File: src/rtl/dpr_pkg.sv
// Shared types and constants for the dehaze pixel recovery pipeline.
// No dependencies.
package dpr_pkg;

    localparam int unsigned ChanCount    = 3;
    localparam int unsigned RecoverFloor = 51;    // 0.1 floor of t/255, in units of 1/510
    localparam logic [7:0]  AirlightInit = 8'd255;

    // One hazy pixel plus the airlight it is processed with
    typedef struct packed {
        logic [ChanCount-1:0][7:0] ch;
        logic [7:0]                air;
    } dpr_pix_t;

    // Pixel with its transmission estimate
    typedef struct packed {
        dpr_pix_t   pix;
        logic [7:0] trans;
    } dpr_tpix_t;

endpackage

File: src/rtl/dehaze_pixel_recovery_unit.sv
// Top level of the dehaze pixel recovery block: airlight register and the
// transmission and recovery pipelines. Depends on dpr_pkg, dpr_trans, dpr_recover.

// Recovers one hazy pixel per clock, while m_ready is high, under the dark
// channel prior. Each transfer on the s_ channel carries three 8-bit channels
// and the filtered dark value; the m_ channel returns the recovered channels
// and the 8-bit transmission, in order, one result per pixel. The pipeline
// is eleven register stages deep: five for the transmission divider and six
// for the radiance divider, the divide stages retiring two quotient bits
// each. A result is registered through the transmission stages, then the
// radiance stages. Each stage holds its own valid bit and refills
// independently, so bubbles close up while the output waits. The airlight
// register resets to 255 and is written through cfg_wr_en/cfg_wr_data; the
// user must write it only while the pipeline is empty, which the block does
// not enforce. Each pixel picks up the value current when it is accepted.
module dehaze_pixel_recovery_unit import dpr_pkg::*; (
    input  logic       aclk,
    input  logic       aresetn,
    input  logic       cfg_wr_en,
    input  logic [7:0] cfg_wr_data,
    input  logic       s_valid,
    output logic       s_ready,
    input  logic [7:0] s_channel_0,
    input  logic [7:0] s_channel_1,
    input  logic [7:0] s_channel_2,
    input  logic [7:0] s_dark_value,
    output logic       m_valid,
    input  logic       m_ready,
    output logic [7:0] m_clear_0,
    output logic [7:0] m_clear_1,
    output logic [7:0] m_clear_2,
    output logic [7:0] m_transmission
);

    logic [7:0] airlight_reg;
    logic [7:0] airlight_next;

    dpr_pix_t  in_pix;
    dpr_tpix_t tpix;
    logic      tpix_valid;
    logic      tpix_ready;
    logic [ChanCount-1:0][7:0] clear;

    always_comb begin
        airlight_next = cfg_wr_en ? cfg_wr_data : airlight_reg;
    end

    always_ff @(posedge aclk) begin
        if (!aresetn) begin
            airlight_reg <= AirlightInit;
        end else begin
            airlight_reg <= airlight_next;
        end
    end

    assign in_pix.ch  = {s_channel_2, s_channel_1, s_channel_0};
    assign in_pix.air = airlight_reg;

    dpr_trans u_trans (
        .aclk      (aclk),
        .aresetn   (aresetn),
        .in_valid  (s_valid),
        .in_ready  (s_ready),
        .in_pix    (in_pix),
        .in_dark   (s_dark_value),
        .out_valid (tpix_valid),
        .out_ready (tpix_ready),
        .out_data  (tpix)
    );

    dpr_recover u_recover (
        .aclk      (aclk),
        .aresetn   (aresetn),
        .in_valid  (tpix_valid),
        .in_ready  (tpix_ready),
        .in_data   (tpix),
        .out_valid (m_valid),
        .out_ready (m_ready),
        .out_clear (clear),
        .out_trans (m_transmission)
    );

    assign m_clear_0 = clear[0];
    assign m_clear_1 = clear[1];
    assign m_clear_2 = clear[2];

endmodule

File: src/rtl/dpr_trans.sv
// Transmission estimate: t = floor(255*(4A-3d)/(4A)), pipelined restoring divider.
// Depends on dpr_pkg.
module dpr_trans import dpr_pkg::*; (
    input  logic      aclk,
    input  logic      aresetn,
    input  logic      in_valid,
    output logic      in_ready,
    input  dpr_pix_t  in_pix,
    input  logic [7:0] in_dark,
    output logic      out_valid,
    input  logic      out_ready,
    output dpr_tpix_t out_data
);

    // Stage 0 sets up the division, stages 1..4 each retire two quotient bits
    localparam int Stages = 5;

    logic [Stages-1:0] valid_reg;
    logic [Stages-1:0] valid_in;
    logic [Stages:0]   rdy;

    dpr_pix_t    pix_reg [Stages];
    logic [17:0] rem_reg [Stages];
    logic [9:0]  div_reg [Stages];
    logic [7:0]  q_reg   [Stages];

    function automatic logic [18:0] tdiv_step(input logic [17:0] r, input logic [9:0] d,
                                              input int sh);
        logic [17:0] m;
        m = 18'({8'b0, d} << sh);
        if (r >= m) begin
            return {1'b1, r - m};
        end
        return {1'b0, r};
    endfunction

    assign rdy[Stages] = out_ready;
    assign in_ready    = rdy[0];
    assign valid_in    = {valid_reg[Stages-2:0], in_valid};

    for (genvar k = 0; k < Stages; k++) begin : g_ctl
        assign rdy[k] = !valid_reg[k] || rdy[k+1];
    end

    always_ff @(posedge aclk) begin
        if (!aresetn) begin
            valid_reg <= '0;
        end else begin
            for (int k = 0; k < Stages; k++) begin
                if (rdy[k]) begin
                    valid_reg[k] <= valid_in[k];
                end
            end
        end
    end

    // Setup: numerator 255*(4A-3d), or zero when the haze term swamps the airlight.
    // With A zero the divisor is zero, every step subtracts nothing and the
    // quotient comes out all ones, which is the full transmission.
    logic [9:0]  a4;
    logic [9:0]  d3;
    logic [9:0]  diff;
    logic [17:0] num0;

    always_comb begin
        a4   = {in_pix.air, 2'b00};
        d3   = {1'b0, in_dark, 1'b0} + {2'b00, in_dark};
        diff = a4 - d3;
        num0 = (a4 > d3) ? ({diff, 8'b0} - {8'b0, diff}) : '0;
    end

    always_ff @(posedge aclk) begin
        if (rdy[0]) begin
            pix_reg[0] <= in_pix;
            rem_reg[0] <= num0;
            div_reg[0] <= a4;
            q_reg[0]   <= '0;
        end
    end

    for (genvar k = 1; k < Stages; k++) begin : g_div
        localparam int Hi = 9 - 2 * k;
        logic [18:0] s_hi;
        logic [18:0] s_lo;

        always_comb begin
            s_hi = tdiv_step(rem_reg[k-1], div_reg[k-1], Hi);
            s_lo = tdiv_step(s_hi[17:0], div_reg[k-1], Hi - 1);
        end

        always_ff @(posedge aclk) begin
            if (rdy[k]) begin
                pix_reg[k] <= pix_reg[k-1];
                div_reg[k] <= div_reg[k-1];
                rem_reg[k] <= s_lo[17:0];
                q_reg[k]   <= {q_reg[k-1][5:0], s_hi[18], s_lo[18]};
            end
        end
    end

    assign out_valid      = valid_reg[Stages-1];
    assign out_data.pix   = pix_reg[Stages-1];
    assign out_data.trans = q_reg[Stages-1];

endmodule

File: src/rtl/dpr_recover.sv
// Radiance recovery: clear = min(255, |(I-A)*510 + A*D| / D), D = max(2t, 51).
// Depends on dpr_pkg; takes its pixel and t from dpr_trans.
module dpr_recover import dpr_pkg::*; (
    input  logic      aclk,
    input  logic      aresetn,
    input  logic      in_valid,
    output logic      in_ready,
    input  dpr_tpix_t in_data,
    output logic      out_valid,
    input  logic      out_ready,
    output logic [ChanCount-1:0][7:0] out_clear,
    output logic [7:0] out_trans
);

    // Stage 0 numerators, stage 1 magnitude and saturation, stages 2..5 divide
    localparam int Stages = 6;

    logic [Stages-1:0] valid_reg;
    logic [Stages-1:0] valid_in;
    logic [Stages:0]   rdy;

    logic [8:0]  den_reg [Stages];
    logic [7:0]  t_reg   [Stages];
    logic [19:0] n_reg   [ChanCount];
    logic [18:0] rem_reg [1:Stages-1][ChanCount];
    logic [7:0]  q_reg   [1:Stages-1][ChanCount];
    logic        sat_reg [1:Stages-1][ChanCount];

    function automatic logic [19:0] rdiv_step(input logic [18:0] r, input logic [8:0] d,
                                              input int sh);
        logic [18:0] m;
        m = 19'({10'b0, d} << sh);
        if (r >= m) begin
            return {1'b1, r - m};
        end
        return {1'b0, r};
    endfunction

    assign rdy[Stages] = out_ready;
    assign in_ready    = rdy[0];
    assign valid_in    = {valid_reg[Stages-2:0], in_valid};

    for (genvar k = 0; k < Stages; k++) begin : g_ctl
        assign rdy[k] = !valid_reg[k] || rdy[k+1];
    end

    always_ff @(posedge aclk) begin
        if (!aresetn) begin
            valid_reg <= '0;
        end else begin
            for (int k = 0; k < Stages; k++) begin
                if (rdy[k]) begin
                    valid_reg[k] <= valid_in[k];
                end
            end
        end
    end

    logic [8:0]  den0;
    logic [16:0] prod0;

    always_comb begin
        den0  = ({in_data.trans, 1'b0} < 9'(RecoverFloor)) ? 9'(RecoverFloor)
                                                           : {in_data.trans, 1'b0};
        prod0 = {9'b0, in_data.pix.air} * {8'b0, den0};
    end

    always_ff @(posedge aclk) begin
        if (rdy[0]) begin
            den_reg[0] <= den0;
            t_reg[0]   <= in_data.trans;
        end
        for (int k = 1; k < Stages; k++) begin
            if (rdy[k]) begin
                den_reg[k] <= den_reg[k-1];
                t_reg[k]   <= t_reg[k-1];
            end
        end
    end

    for (genvar c = 0; c < ChanCount; c++) begin : g_ch
        logic [8:0]  dlt;
        logic [19:0] ext;
        logic [19:0] n0;
        logic [19:0] mag;

        // Signed (I-A)*510 as a shift-subtract, then add A*D
        always_comb begin
            dlt = {1'b0, in_data.pix.ch[c]} - {1'b0, in_data.pix.air};
            ext = {{11{dlt[8]}}, dlt};
            n0  = (ext << 9) - (ext << 1) + {3'b0, prod0};
            mag = n_reg[c][19] ? (~n_reg[c] + 20'd1) : n_reg[c];
        end

        always_ff @(posedge aclk) begin
            if (rdy[0]) begin
                n_reg[c] <= n0;
            end
            if (rdy[1]) begin
                rem_reg[1][c] <= mag[18:0];
                q_reg[1][c]   <= '0;
                sat_reg[1][c] <= mag[18:0] >= {2'b00, den_reg[0], 8'b0};
            end
        end

        for (genvar k = 2; k < Stages; k++) begin : g_div
            localparam int Hi = 11 - 2 * k;
            logic [19:0] s_hi;
            logic [19:0] s_lo;

            always_comb begin
                s_hi = rdiv_step(rem_reg[k-1][c], den_reg[k-1], Hi);
                s_lo = rdiv_step(s_hi[18:0], den_reg[k-1], Hi - 1);
            end

            always_ff @(posedge aclk) begin
                if (rdy[k]) begin
                    rem_reg[k][c] <= s_lo[18:0];
                    q_reg[k][c]   <= {q_reg[k-1][c][5:0], s_hi[19], s_lo[19]};
                    sat_reg[k][c] <= sat_reg[k-1][c];
                end
            end
        end

        assign out_clear[c] = sat_reg[Stages-1][c] ? 8'hFF : q_reg[Stages-1][c];
    end

    assign out_valid = valid_reg[Stages-1];
    assign out_trans = t_reg[Stages-1];

endmodule

File: config.mk
export PLATFORM = sky130hd
export DESIGN_NAME = dehaze_pixel_recovery_unit
export DESIGN_NICKNAME = d
export VERILOG_FILES = /design/src/rtl/dpr_pkg.sv /design/src/rtl/dehaze_pixel_recovery_unit.sv /design/src/rtl/dpr_trans.sv /design/src/rtl/dpr_recover.sv
export SDC_FILE = /design/constraint.sdc
export NUM_CORES = 2
export LEC_CHECK = 0
export BUFFER_PORTS_ARGS = -buffer_cell sky130_fd_sc_hd__buf_2
export CAP_MARGIN = 20
export CORE_ASPECT_RATIO = 0.7
export CORE_MARGIN = 1.5
export CORE_UTILIZATION = 65
export CTS_BUF_LIST = sky130_fd_sc_hd__clkbuf_8
export DETAILED_ROUTE_END_ITERATION = 12
export PLACE_DENSITY = 0.82
export SYNTH_ARGS = -nofsm -noshare
export SYNTH_HDL_FRONTEND = slang
export SYNTH_SLANG_ARGS = --single-unit
File: constraint.sdc
create_clock -name aclk -period 8.55 [get_ports aclk]
set_input_delay 0.4275 -clock aclk [delete_from_list [all_inputs] [get_ports aclk]]
set_output_delay 0.4275 -clock aclk [all_outputs]
set_load 0.05 [all_outputs]
; Word-level counts from Yosys, hierarchy flattened
; Memory sizes are Yosys's and may differ from the RTL's.
; Cells that the tools add are included.
; Widths: inputs -> output; s select.
[totals]
n_memories = 10
in_bits = 45
ramBits = 922
register_bits = 19
word_cells = 258
[op_classes]
order_cmp = 37
bitwise_logic = 3
reduce_logical = 22
n_mux = 126
multipliers = 1
addsub = 47
[memory_table]
columns = memory, depth, word_bits, rd, rd_ports_with_merged_regs, wr, line_no
row1 = u_recover.rem_reg, 5, 57, 4, 0, 5, dpr_recover.sv:25  ; logic [18:0] rem_reg [1:Stages-1][ChanCount];
row2 = u_trans.pix_reg, 5, 32, 5, 0, 5, dpr_trans.sv:22  ; dpr_pix_t pix_reg [Stages];
row3 = u_recover.q_reg, 5, 24, 5, 0, 5, dpr_recover.sv:26  ; logic [7:0] q_reg [1:Stages-1][ChanCount];
row4 = u_trans.rem_reg, 5, 18, 4, 0, 5, dpr_trans.sv:23  ; logic [17:0] rem_reg [Stages];
row5 = u_recover.n_reg, 3, 20, 3, 0, 3, dpr_recover.sv:24  ; logic [19:0] n_reg [ChanCount];
row6 = u_recover.den_reg, 6, 9, 5, 0, 6, dpr_recover.sv:22  ; logic [8:0] den_reg [Stages];
row7 = +4 memories, -, -, -, -, -, -
[ops]
columns = op, count
row1 = $mux 20, 48
row2 = $mux 19, 19
row3 = $add 20x17->20, 3
row4 = $add 19x1->19 const B, 3
row5 = $ge 19x10->1, 3
row6 = $ge 19x11->1, 3
row7 = $ge 19x12->1, 3
row8 = $ge 19x13->1, 3
row9 = $ge 19x14->1, 3
row10 = $ge 19x15->1, 3
row11 = $ge 19x16->1, 3
row12 = $ge 19x17->1, 3
row13 = $ge 19x9->1, 3
row14 = $not 19->19, 3
row15 = $sub 18x10->19, 3
row16 = $sub 19x10->19, 3
row17 = $sub 19x11->19, 3
row18 = $sub 19x12->19, 3
row19 = $sub 19x13->19, 3
row20 = $sub 19x14->19, 3
row21 = $sub 19x15->19, 3
row22 = $sub 19x16->19, 3
row23 = $sub 19x9->19, 3
row24 = $mux 1, 54
row25 = 27 further kinds, 52

; Depth between registers and ports, before layout
[depth]
depth_word = 14
mapped_depth = 31
ltp_nobuf = 30

; Modules after synthesis
; A second synthesis with hierarchy kept.
[unflattened]
hier_cells = 4528
area_unflattened_um2 = 48820.6
[modules_own_cells]
columns = module, area_per_inst_um2, instances, seq_area_each_um2, cells_each
row1 = dpr_recover, 35286.3, 1, 13513.0, 3461
row2 = dpr_trans, 13249.0, 1, 7667.4, 1041
row3 = dehaze_pixel_recovery_unit, 285.3, 1, 160.2, 26

; Worst setup path before layout
; Ideal clock, no wire load.
[synth_path]
path_type = reg-to-reg
startpoint = memory u_trans.q_reg[4][7] (netlist: u_trans.q_reg[0][39])
endpoint = memory u_recover.n_reg[1][19] (netlist: u_recover.n_reg[0][39]), data pin
slack_ns = 1.822
setup_time_ns = 0.255
t_required_ns = 8.295
synth_period_minus_slack_ns = 6.728
arrival_ns = 6.473
stages_incl_launch_ff = 28
cell_sequence = edfxtp_1 -> clkbuf_1 -> nor3_1 -> nand2_1 -> clkbuf_1 -> and3_1 -> fa_1 -> inv_1 -> fa_1 -> inv_1 -> fa_1 -> inv_1 -> fa_1 -> inv_1 -> ha_1 -> nand3_1 -> o211ai_1 -> nand2b_1 -> a31oi_1 -> xnor2_1 -> ha_1 -> or3_1 -> o21ai_0 -> nor4b_1 -> mux2i_1 -> a211o_1 -> a31o_2 -> and2_1
[synth_rtl]
columns = item, line_no
row1 = start: declaration, dpr_trans.sv:25  ; logic [7:0] q_reg [Stages];
row2 = end: declaration, dpr_recover.sv:24

==> impl_metrics.ini <==
[worst_setup_path]
r2r_cells = 28
cp_max_fo = 11
r2r_start = u_trans.q_reg[0][39]
path_class = reg2reg
cp.required_ns = 9.03
crit_top_cell = inv_1
cp_slowest_cell = xor2_1
endpoint_kind = register
reg2reg_slack_ns = 0.62
reg2reg_to = u_recover.n_reg[0][17]
crit_arrival_ns = 8.41
critPathLaunchType = register
crit_path_max_incr_delay_ns = 0.59

[synthesis]
avgSynthCellArea_um2 = 10.5
syn_area_um2 = 48800
syn_nets = 5226
synth_flop_cell = edfxtp_1
synthCells = 4641
ys_ff_latch = 717
yosysWarnings = 0
synth_edf_count = 698
synthDistinctLibCells = 93
ys_seq_area_share_pct = 43.8
async_flop_share_pct = 0

[detailed_routing]
wirelength_um = 119000
top_layer_used = met4
wl_per_cell_um = 20.1
first_pass_iters = 7
routed-wl-met2_um = 51100
wl_met1_um = 53300
drc = 0
wl_met3_um = 11700
vias = 36400
drt_iter0_markers = 3771
vias_per_cell = 6.18
final_antenna_net_count = 0

[grt]
grt_max_degree = 83
antenna_found_initial = 1
grt_pass1_vias = 34800
grt_pass1_wl_um = 186000
gr-usage-all-layers_pct = 31.1
overflow = 0

[floorplan]
initial_core_util_pct = 66.1
dieWidth_um = 330
die_area_um2 = 76700
rows = 83
die-height_um = 232
core_um2 = 73800
num_io_pins = 79

[cells_and_area]
final_nets = 5411
area.sequential_um2 = 21300
insertedDiodeCount = 0
final_common_cell = edfxtp_1
final_cell_mix = edfxtp_1 (698), ha_1 (463), inv_1 (436), nor2_1 (340), o21ai_0 (293)
layout-drive-gt1-share_pct = 8.48
largest_reg_flops = 220
fillers = 5275
layout-area-overhead-vs-synth_pct = 8.69
design_area_um2 = 53000
multi_input_area_um2 = 25600

[worst_hold_path]
holdPathStages = 2
holdCritStartpoint = aresetn
min_to = airlight_reg[3]
hp-class = in2reg

[sta]
period_share_pct = 92.8
slew_headroom_pct = 28.6
fin_tns_setup_ns = 0
finClkSkew_ns = 0.0548
hold_slack_ns = 0.0491
rsz0062_at_grt = no
fin_crit_ns = 7.93
clock.fmax_ghz = 0.126
tightestPinTransition_ns = 1.06
maxSlewViolCount = 0
finalSetupViolCount = 0
hold_viol_final = 0

[placement]
post-dp-hpwl_um = 89100
gp_congestion = 0.974
port_buffers = 78
place_area_um2 = 50400

[cts]
clk_pin_slew_worst_paths_ns = 0.08
htreeDepth = 3
cts_buffer_depth = 3
numCtsBuffers = 109
tritoncts = yes
cts_sinks = 717
root_buffer = clkbuf_8
post-cts-setup-buffers = 0
clock_latency_ns = 0.78

[status]
status = complete, no violations

[job]
max-cap-violations = 0
-- area by class of cell --
type | count | area share [%]
multi-input cells | 3437 | 48.4
clock buffers | 111 | 2.88
flip-flops and latches | 717 | 40.3
clock inverters | 90 | 1.27
repair buffers | 146 | 1.96
inverters | 415 | 2.94
well taps | 977 | 2.31
-- worst max-delay path, delay by kind of cell, from the launching register on --
| kind | cells | cell delay [ns] |
|---|---|---|
| flops | 1 | 0.55 |
| compound gates | 8 | 1.80 |
| buf+inv | 6 | 0.84 |
| fa+ha+maj | 6 | 2.54 |
| simple gates | 6 | 1.12 |
| xor+xnor | 2 | 0.74 |
-- logic make-up (layout without fill, tap and decap cells) --
| logic type | count (synthesis) | after routing | share of synthesized area, % |
|---|---|---|---|
| muxes | 108 | 108 | 2.38 |
| xor gates and xnor gates | 388 | 388 | 7.14 |
| AOI/OAI and AO/OA | 1046 | 1046 | 13.7 |
| DFF | 717 | 717 | 43.8 |
| adders and majority gates | 540 | 540 | 15.0 |
| buffers and inverters | 487 | 762 | 3.78 |
| and+or+nand+nor | 1355 | 1355 | 14.2 |
-- worst max-delay path by stage --
stage,start,end,slack [ns],cells past startpoint
2_1_floorplan,u_trans.q_reg[0][39],u_recover.n_reg[0][39],1.82,27
3_3_place_gp,u_trans.q_reg[0][39],u_recover.n_reg[0][17],0.87,27
3_5_place_dp,u_trans.q_reg[0][39],u_recover.n_reg[0][17],0.76,28
4_1_cts,u_trans.q_reg[0][39],u_recover.n_reg[0][17],0.71,28
5_1_grt,u_trans.q_reg[0][39],u_recover.n_reg[0][17],0.03,28
6_report,u_trans.q_reg[0][39],u_recover.n_reg[0][17],0.62,28
-- per-stage QoR --
stage               cells  utilization (%)  worst slack, ns
floorplan            4641                -             1.82
global placement     5651             68.2            0.872
detailed placement   5652             68.2            0.755
CTS                  5891             71.7            0.708
global route         5893             71.8           0.0289
finish               5893             71.8            0.616
-- cell usage after synthesis (14+ instances only) --
cell type	n	area (um^2)
nand3_1	71	355
clkbuf_1	62	233
fa_1	77	1540
o41ai_1	16	140
nand2_1	290	1090
mux2i_1	45	450
or4_1	29	218
inv_1	412	1550
nand4_1	64	400
o211ai_1	14	105
nor3_1	98	490
mux2_2	63	709
a21o_1	119	893
o21ai_0	293	1470
edfxtp_1	698	21000
dfxtp_1	19	380
a21oi_1	257	1290
or2_2	40	250
ha_1	463	5790
a21boi_0	48	360
nor2_1	340	1280
nor2b_1	104	651
o21bai_1	33	248
xnor2_1	276	2420
nor4_1	39	244
nand2b_1	78	488
or3_1	46	288
and3_1	37	231
xor2_1	106	928
o31ai_1	42	315
o21a_1	45	338
a211oi_1	39	293
and2_1	51	319
a31oi_1	19	119
-- timing repair --
action	4_1_cts	5_1_grt
endpoints found under the setup margin	0	1
resized for setup	0	1
hold buffers	38	0
hold endpoints to repair	33	0
-- layer usage --
layer / up-vias / global-route usage [%]
li1: 17400 / -
met1: 17400 / 45.4
met2: 1442 / 46.7
met3: 192 / 7.37
met4: 0 / 7.51
met5: - / 0
Power is left out: the tool's default activity adds up to more than one toggle a clock period on the data nets, which glitch-free logic cannot reach.
